### config.mk
export PLATFORM = sky130hd
export DESIGN_NAME = terminal_escape_decoder
export DESIGN_NICKNAME = d
export VERILOG_FILES = /design/src/tedec_pkg.sv /design/src/terminal_escape_decoder.sv
export SDC_FILE = /design/constraint.sdc
export NUM_CORES = 1
export LEC_CHECK = 0
export BUFFER_PORTS_ARGS = -buffer_cell sky130_fd_sc_hd__buf_2
export CAP_MARGIN = 30
export CORE_UTILIZATION = 39
export DETAILED_ROUTE_END_ITERATION = 6
export MAX_ROUTING_LAYER = met4
export PLACE_DENSITY = 0.66
export SYNTH_ARGS = -nofsm -noshare
export SYNTH_HDL_FRONTEND = slang
export SYNTH_SLANG_ARGS = --single-unit
export TNS_END_PERCENT = 20
### constraint.sdc
create_clock -name i_clk -period 4.9 [get_ports i_clk]
set_input_delay 0.98 -clock i_clk [delete_from_list [all_inputs] [get_ports i_clk]]
set_output_delay 0.98 -clock i_clk [all_outputs]
set_load 0.01 [all_outputs]
### src/tedec_pkg.sv
package tedec_pkg;

    typedef enum logic [3:0] {
        ACT_PUT      = 4'd0,
        ACT_HEX      = 4'd1,
        ACT_CLS      = 4'd2,
        ACT_MOVE     = 4'd3,
        ACT_BOLD_ON  = 4'd4,
        ACT_BOLD_OFF = 4'd5,
        ACT_INS_LINE = 4'd6,
        ACT_DEL_LINE = 4'd7,
        ACT_CLR_EOL  = 4'd8,
        ACT_UNKNOWN  = 4'd9
    } t_action;

    typedef enum logic [1:0] {
        MODE_PASS  = 2'd0,
        MODE_DEBUG = 2'd1,
        MODE_TVI   = 2'd2
    } t_mode;

    localparam logic [7:0] CH_NUL      = 8'h00;
    localparam logic [7:0] CH_SUB      = 8'h1A;
    localparam logic [7:0] CH_ESC      = 8'h1B;
    localparam logic [7:0] CH_SPACE    = 8'h20;
    localparam logic [7:0] CH_EQUAL    = 8'h3D;
    localparam logic [7:0] CH_LPAREN   = 8'h28;
    localparam logic [7:0] CH_RPAREN   = 8'h29;
    localparam logic [7:0] CH_B        = 8'h42;
    localparam logic [7:0] CH_C        = 8'h43;
    localparam logic [7:0] CH_E        = 8'h45;
    localparam logic [7:0] CH_R        = 8'h52;
    localparam logic [7:0] CH_T        = 8'h54;

    localparam logic [8:0] COORD_BIAS  = 9'd32;
    localparam int         ESC_SLOTS   = 3;
    localparam logic [1:0] FILL_FULL   = 2'd3;

endpackage

### src/terminal_escape_decoder.sv
// Channel   Direction  Handshake                  Payload
// in        input      i_in_valid / o_in_stall    i_char_in
// out       output     o_out_valid / i_out_stall  o_action, o_char_out,
//                                                 o_first_coord, o_second_coord
// cfg       input      i_cfg_valid / o_cfg_ready  i_terminal_mode
//
// One request per clock unless stalled; its result reaches the output register
// in the cycle after acceptance. Escape state advances in the accepting cycle.
// Requests that produce no action clear output valid but keep the payload.
// The input stalls only while a held result is itself stalled.
// Reset (synchronous, active low) clears mode, escape state and output valid.
module terminal_escape_decoder (
    input  logic                 i_clk,
    input  logic                 i_rst_n,
    input  logic                 i_cfg_valid,
    output logic                 o_cfg_ready,
    input  logic [1:0]           i_terminal_mode,
    input  logic                 i_in_valid,
    output logic                 o_in_stall,
    input  logic [7:0]           i_char_in,
    output logic                 o_out_valid,
    input  logic                 i_out_stall,
    output tedec_pkg::t_action   o_action,
    output logic [7:0]           o_char_out,
    output logic signed [8:0]    o_first_coord,
    output logic signed [8:0]    o_second_coord
);
    import tedec_pkg::*;

    logic [1:0]        r_mode;
    logic [1:0]        r_pending, n_pending;
    logic [1:0]        r_stage, n_stage;
    logic [1:0]        r_fill, n_fill;
    logic [7:0]        r_bytes [ESC_SLOTS];
    logic [7:0]        n_bytes [ESC_SLOTS];

    logic              r_out_valid;
    t_action           r_action;
    logic [7:0]        r_char;
    logic signed [8:0] r_coord1, r_coord2;

    logic              res_valid;
    t_action           res_action;
    logic [7:0]        res_char;
    logic signed [8:0] res_coord1, res_coord2;
    logic              in_accept;
    logic              first;

    assign o_cfg_ready = 1'b1;
    assign o_in_stall  = r_out_valid & i_out_stall;
    assign in_accept   = i_in_valid & ~o_in_stall;
    assign first       = (r_stage == 2'd0);

    always_comb begin
        n_pending  = r_pending;
        n_stage    = r_stage;
        n_fill     = r_fill;
        n_bytes    = r_bytes;
        res_valid  = 1'b1;
        res_action = ACT_PUT;
        res_char   = i_char_in;
        res_coord1 = '0;
        res_coord2 = '0;
        case (r_mode)
            MODE_TVI: begin
                if (r_pending == 2'd0) begin
                    case (i_char_in)
                        CH_NUL: begin
                            res_valid = 1'b0;
                        end
                        CH_SUB: begin
                            res_action = ACT_CLS;
                            res_char   = '0;
                        end
                        CH_ESC: begin
                            res_valid = 1'b0;
                            n_pending = 2'd1;
                            n_stage   = 2'd0;
                            n_fill    = 2'd0;
                        end
                        default: begin
                            res_action = ACT_PUT;
                        end
                    endcase
                end else begin
                    if (r_fill != FILL_FULL) begin
                        n_bytes[r_fill] = i_char_in;
                    end
                    n_fill    = r_fill + 2'd1;
                    n_pending = r_pending - 2'd1;
                    res_char  = '0;
                    if (n_pending != 2'd0) begin
                        res_valid = 1'b0;
                    end else begin
                        case (n_bytes[0])
                            CH_EQUAL: begin
                                if (first) begin
                                    res_valid = 1'b0;
                                    n_pending = 2'd2;
                                end else begin
                                    res_action = ACT_MOVE;
                                    res_coord1 = {1'b0, n_bytes[1]} - COORD_BIAS;
                                    res_coord2 = {1'b0, n_bytes[2]} - COORD_BIAS;
                                end
                            end
                            CH_LPAREN: res_action = ACT_BOLD_ON;
                            CH_RPAREN: res_action = ACT_BOLD_OFF;
                            CH_B: begin
                                if (first) begin
                                    res_valid = 1'b0;
                                    n_pending = 2'd1;
                                end else begin
                                    res_action = ACT_BOLD_ON;
                                end
                            end
                            CH_C: begin
                                if (first) begin
                                    res_valid = 1'b0;
                                    n_pending = 2'd1;
                                end else begin
                                    res_action = ACT_BOLD_OFF;
                                end
                            end
                            CH_E: res_action = ACT_INS_LINE;
                            CH_R: res_action = ACT_DEL_LINE;
                            CH_T: res_action = ACT_CLR_EOL;
                            default: begin
                                res_action = ACT_UNKNOWN;
                                res_char   = n_bytes[0];
                            end
                        endcase
                        if (n_pending != 2'd0) begin
                            n_stage = r_stage + 2'd1;
                        end
                    end
                end
            end
            MODE_DEBUG: begin
                if (i_char_in < CH_SPACE) begin
                    res_action = ACT_HEX;
                end
            end
            default: begin
                res_action = ACT_PUT;
            end
        endcase
    end

    always_ff @(posedge i_clk) begin
        if (!i_rst_n) begin
            r_mode      <= MODE_PASS;
            r_pending   <= '0;
            r_stage     <= '0;
            r_fill      <= '0;
            r_bytes     <= '{default: '0};
            r_out_valid <= 1'b0;
        end else begin
            if (i_cfg_valid && o_cfg_ready) begin
                r_mode <= i_terminal_mode;
            end
            if (in_accept) begin
                r_pending   <= n_pending;
                r_stage     <= n_stage;
                r_fill      <= n_fill;
                r_bytes     <= n_bytes;
                r_out_valid <= res_valid;
            end else if (!i_out_stall) begin
                r_out_valid <= 1'b0;
            end
        end
    end

    always_ff @(posedge i_clk) begin
        if (in_accept && res_valid) begin
            r_action <= res_action;
            r_char   <= res_char;
            r_coord1 <= res_coord1;
            r_coord2 <= res_coord2;
        end
    end

    assign o_out_valid    = r_out_valid;
    assign o_action       = r_action;
    assign o_char_out     = r_char;
    assign o_first_coord  = r_coord1;
    assign o_second_coord = r_coord2;

endmodule

# After elaboration in Yosys (flattened, before gate mapping)
# Index checks and enable logic that the tools add are counted.
# W data, S select, Z words.
# word_totals
output_inout_bits	33
ff_bits	63
# classes
n_eq_ne	16
n_addsub	5
magnitude_cmp	3
n_reduce_logical	16
bitwise_logic	7
mux	42
# op_table
operator	count
$mux W24	3
$mux W8	6
$eq A8 B7 Y1 const B	5
$pmux W4 S8	1
$mux W2	15
$bwmux W24	1
$eq A8 B6 Y1 const B	3
$sub A8 B6 Y9 const B	2
$demux W8 S2	1
$eq A8 B5 Y1 const B	2
$mux W1	9
$logic_not A8 Y1	1
$lt A8 B6 Y1 const B	1
$mux W4	2
$pmux W4 S2	1
$reduce_or A8 Y1	1
$mux W3	2
$reduce_and A3 Y1	2
$reduce_bool A2 Y1	3
$reduce_and A5 Y1	1
$reduce_or A5 Y1	1
$add A2 B1 Y2 const B	2
$logic_not A2 Y1	2
$ne A2 B1 Y1 const B	2
other kinds (13)	20

# Logic depth before layout (Yosys ltp)
# logic_depth
ltp_word	19
mapped_depth	10
ltp_nobuf	8

# Least setup slack after synthesis
# No wires, ideal clock.
# synth_timing
path_kind	input to register
startpoint	input port i_char_in[4]
endpoint	register r_action[0], in the netlist o_action[0], enable pin
path_slack_ps	768
arrival_ps	3697
required_time_ps	4465
path_stages	7
setup_time_ps	435
path_cell_list	clkbuf_1 and4b_1 a31oi_1 nor2_1 o21ai_0 nand3_1 a31oi_1
# synth_via
elab_chain_len	11
elab_cells_between_ends	17
classes_between	eq/ne (4); mux (9); reduce/logical (4)
# synth_rtl
element	line_no	text
from (decl)	terminal_escape_decoder.sv:20	input logic [7:0] i_char_in,
$bwmux W24	terminal_escape_decoder.sv:87	n_bytes[r_fill] = i_char_in;
$mux W24	terminal_escape_decoder.sv:86	if (r_fill != FILL_FULL) begin
$mux W24	terminal_escape_decoder.sv:66	if (r_pending == 2'd0) begin
$mux W24	terminal_escape_decoder.sv:64	case (r_mode)
$eq A8 B7 Y1 / $eq A8 B6 Y1 (equally long branches)	terminal_escape_decoder.sv:95	case (n_bytes[0])
$reduce_or A3 Y1 (no source line)	-	
$mux W1	-	
$mux W1	terminal_escape_decoder.sv:92	if (n_pending != 2'd0) begin
$mux W1 *	terminal_escape_decoder.sv:66	
$mux W1 *	terminal_escape_decoder.sv:64	
$logic_and A1 B1 Y1 *	terminal_escape_decoder.sv:174	if (in_accept && res_valid) begin
to (signal assigned)	terminal_escape_decoder.sv:175	r_action <= res_action;
to (decl)	terminal_escape_decoder.sv:38	t_action r_action;
# Every way passes the cells marked *; elsewhere a longest branch is shown, timed or not. The select of a mux whose other input is x is not followed.
# A chain may end at the register's enable or synchronous reset.

# Final worst setup path
# layout_timing
startpoint	register r_fill[0]
endpoint	register r_coord1[6], in the netlist o_first_coord[6], enable pin
# layout_via
elab_chain_len	16
elab_cells_between_ends	20
classes_between	order compare (2); eq/ne (4); mux (10); bitwise (1); reduce/logical (3)
# layout_rtl
element	line_no	text
from (decl)	terminal_escape_decoder.sv:33	logic [1:0] r_fill, n_fill;
from (signal assigned)	terminal_escape_decoder.sv:164	r_fill <= n_fill;
$not A2 Y3 (not written as such)	terminal_escape_decoder.sv:87	
$ge A3 B3 Y1 (not written as such) / $lt A3 B1 Y1 (equally long branches)	terminal_escape_decoder.sv:87	
$logic_and A1 B1 Y1 (not written as such)	terminal_escape_decoder.sv:87	
$mux W8 (not written as such)	terminal_escape_decoder.sv:87	
$demux W8 S2	terminal_escape_decoder.sv:87	
$bwmux W24	terminal_escape_decoder.sv:87	
$mux W24 *	terminal_escape_decoder.sv:86	
$mux W24 *	terminal_escape_decoder.sv:66	
$mux W24 *	terminal_escape_decoder.sv:64	
$eq A8 B7 Y1 / $eq A8 B6 Y1 (equally long branches)	terminal_escape_decoder.sv:95	
$reduce_or A3 Y1 (no source line) *	-	
$mux W1 *	-	
$mux W1 *	terminal_escape_decoder.sv:92	
$mux W1 *	terminal_escape_decoder.sv:66	
$mux W1 *	terminal_escape_decoder.sv:64	
$logic_and A1 B1 Y1 *	terminal_escape_decoder.sv:174	
to (signal assigned)	terminal_escape_decoder.sv:177	r_coord1 <= res_coord1;
to (decl)	terminal_escape_decoder.sv:40	logic signed [8:0] r_coord1, r_coord2;
# Marks and branches as above.

==> flow_summary.yaml <==
outcome:
  status: "finished, final reports clean"
timing:
  max_slew_margin_pct: 44.2
  tightest_slew_ns: 0.833
  tns_ns: 0
  hold_viol: 0
  slew_viol_final: 0
  period_share_pct: 70.0
  rsz0062_at_grt: "no"
  setup-violations-final: 0
  fin_crit_ns: 3.43
  max_freq_mhz: 292
  finClkSkew_ns: 0.00676
  fin_hold_ws_ns: 0.471
route:
  viasPerCell: 5.63
  wl_per_cell_microns: 16.9
  route.detailed.drc: 0
  postRouteAntennaNets: 0
  initialDrtViolationCount: 151
  wirelength_microns: 8470
  first_pass_iters: 5
  num_vias: 2821
floorplanning:
  core_sq_um: 8340
  ios: 48
  fp-row-count: 33
  fp.dieH_microns: 95.7
  die_w_microns: 95.7
  die_area_sq_um: 9170
  start_util_pct: 41.1
worst_setup_path:
  reg2reg_depth: 9
  critical_path_class: "flop to flop"
  rr_endpoint: "o_first_coord[6]"
  path_cells: "inv_1 -> ha_1 -> nor2b_2 -> mux2_2 -> nor4_4 -> o21ai_0 -> nand3_1 -> a31oi_4 -> buf_16"
  reg2reg_slack_ns: 1.47
  reg2reg_from: "r_fill[0]"
  crit_required_ns: 5.00
  critical_path.max_stage_delay_ns: 0.72
  worst_ep_arrival_time_ns: 3.53
  critical_path_peak_fanout: 24
  critPathLaunchType: "flop"
  end_kind: "flop"
  cp_slowest_cell: "nor2b_2"
yosys:
  yosys_warnings: 0
  synth.distinct_cells: 57
  ys_ff_latch: 63
  netlist_area_sq_um: 3430
  syn_inst: 358
  synth_edf_count: 30
  synth_top_area_share_pct: 26.3
  syn_area_per_cell_sq_um: 9.57
  synthAdderAreaFrac_pct: 4.02
  synthMuxAreaShare_pct: 4.38
  synth_top_family_by_area: "simple AND/OR/NAND/NOR gates"
  synthTopCellsByArea: "edfxtp_1, dfxtp_1, nand2_1"
  async_reset_ff_share_pct: 0
  synth-compound-area-share_pct: 18.4
  ys_seq_area_share_pct: 45.6
  synth_top_cell_by_area: "edfxtp_1"
  synth_xor_area_share_pct: 1.02
  syn_nets: 384
  synthSimpleGateAreaFrac_pct: 21.2
  synth_ff_type: "dfxtp_1"
final_layout:
  area_delta_synth_final_pct: 14.9
  layout_commonest_cell: "nand2_1"
  drive_gt1_share_pct: 18.9
  multi_input_area_sq_um: 1700
  antenna_cells: 0
  final_cell_mix: "nand2_1, buf_2, dfxtp_1, edfxtp_1"
  regArea_sq_um: 1560
  nets: 417
  fill_cells: 807
global_route:
  grt_pass1_vias: 2599
  grt_usage_pct: 20.4
  gr-total-overflow: 0
  grt_pass1_wl_microns: 13500
  grt_max_degree: 36
  antenna_found_initial: 0
power:
  p_leak_nw: 1.50
  p_sw_share_pct: 22.7
  ir_worst_vdd_mv: 0.157
  power_frac_comb_pct: 7.1
  intPower_uw: 893
  p_per_area_nw_per_um2: 293
  switchingPower_uw: 263
  power.share.clock_pct: 43.7
  seqPwrFrac_pct: 49.2
min_path:
  min_path_type: "flop to flop"
  hold_path_end: "r_bytes[8]"
  worstHoldStart: "r_bytes[8]"
  hold-path-cell-count: 2
cts:
  cts.sinks: 63
  cts_root_buffer: "clkbuf_8"
  htreeDepth: 3
  post_cts_buffers: 0
  clock_latency_ns: 0.35
  ctsResizeCount: 0
  cts.clk_slew.worst_paths_ns: 0.07
  postCtsHoldBufs: 0
  cts_buffer_depth: 2
  tritoncts: "built"
  numCtsBuffers: 9
placed_design:
  place_congestion: 0.968
  io_buffers: 46
  dpl.hpwl_microns: 5960
flow_run:
  maxCapViolCount: 0
## cell usage after synthesis, drive strengths merged (7+ instances only)
| master | number |
|---|---|
| mux2i | 12 |
| ha | 11 |
| o211a | 7 |
| nand3 | 20 |
| clkbuf | 20 |
| inv | 16 |
| nand2 | 59 |
| o21ai | 7 |
| dfxtp | 33 |
| a21oi | 20 |
| and3 | 7 |
| a21boi | 18 |
| nor3 | 8 |
| edfxtp | 30 |
| nor2 | 10 |
## final cells by class
type / instances / area share (%)
clock buffers: 10 / 3.49
flip-flops and latches: 63 / 39.6
multi-input cells: 253 / 43.1
clock inverters: 6 / 2.13
repair buffers: 48 / 6.73
well taps: 105 / 3.34
inverters: 16 / 1.52
## power by group through the flow
stage,clock (mW),sequential [mW],combinational [mW]
CTS,0.510,0.569,0.0783
global route,0.536,0.570,0.0891
finish,0.505,0.569,0.0818
global placement,0,0.581,0.0776
detailed placement,0,0.581,0.0778
floorplan,0,0.588,0.0389
## routing by layer
metal	up-vias	routed length [microns]	share of wire [%]	GRT usage [%]
met5	-	0	0	-
met4	0	135	1.6	8.46
met3	16	520	6.1	3.95
met2	107	3930	46	31.2
met1	1335	3890	46	26.5
li1	1363	-	-	-
## through the flow
step	area, sq um	worst slack (ns)	total power [mW]	instances	util [%]
after floorplan	3430	0.768	0.627	358	-
after global placement	3690	1.46	0.658	484	44.2
after detailed placement	3690	1.35	0.659	484	44.2
after CTS	3910	1.31	1.16	500	46.9
after global routing	3940	1.35	1.19	501	47.2
final	3940	1.47	1.16	501	47.2
## worst max-delay path by stage
stage / to / depth (start not counted) / from
2_1_floorplan: o_action[0] / 7 / i_char_in[4]
3_3_place_gp: o_second_coord[6] / 8 / r_fill[0]
3_5_place_dp: o_first_coord[5] / 8 / r_fill[0]
4_1_cts: o_second_coord[6] / 8 / r_fill[0]
5_1_grt: o_second_coord[7] / 9 / r_fill[0]
6_report: o_first_coord[6] / 9 / r_fill[0]
## critical path: cells and delay by family (launching register included)
kind	cells	cell delay, ns
AO/OA/AOI/OAI	2	0.40
adder cells (fa/ha/maj)	1	0.22
buffers and inverters	2	0.32
flip-flops	1	0.35
multiplexers	1	0.48
AND/OR/NAND/NOR	3	1.39
## registers in the layout (all words and copies together), names as in the netlist
signal,cells
o_second_coord,9
r_fill,2
r_mode,2
o_action,4
o_char_out,8
r_stage,2
o_out_valid,1
r_pending,2
o_first_coord,9
r_bytes,24
## logic make-up after synthesis
logic type               Yosys count
AND/OR/NAND/NOR                  139
AO/OA/AOI/OAI                     84
flip-flops                        63
buffers and inverters             42
multiplexers                      14
adder cells (fa/ha/maj)           11
XOR/XNOR                           4
other                              1
Power figures use the tool's default switching activity.
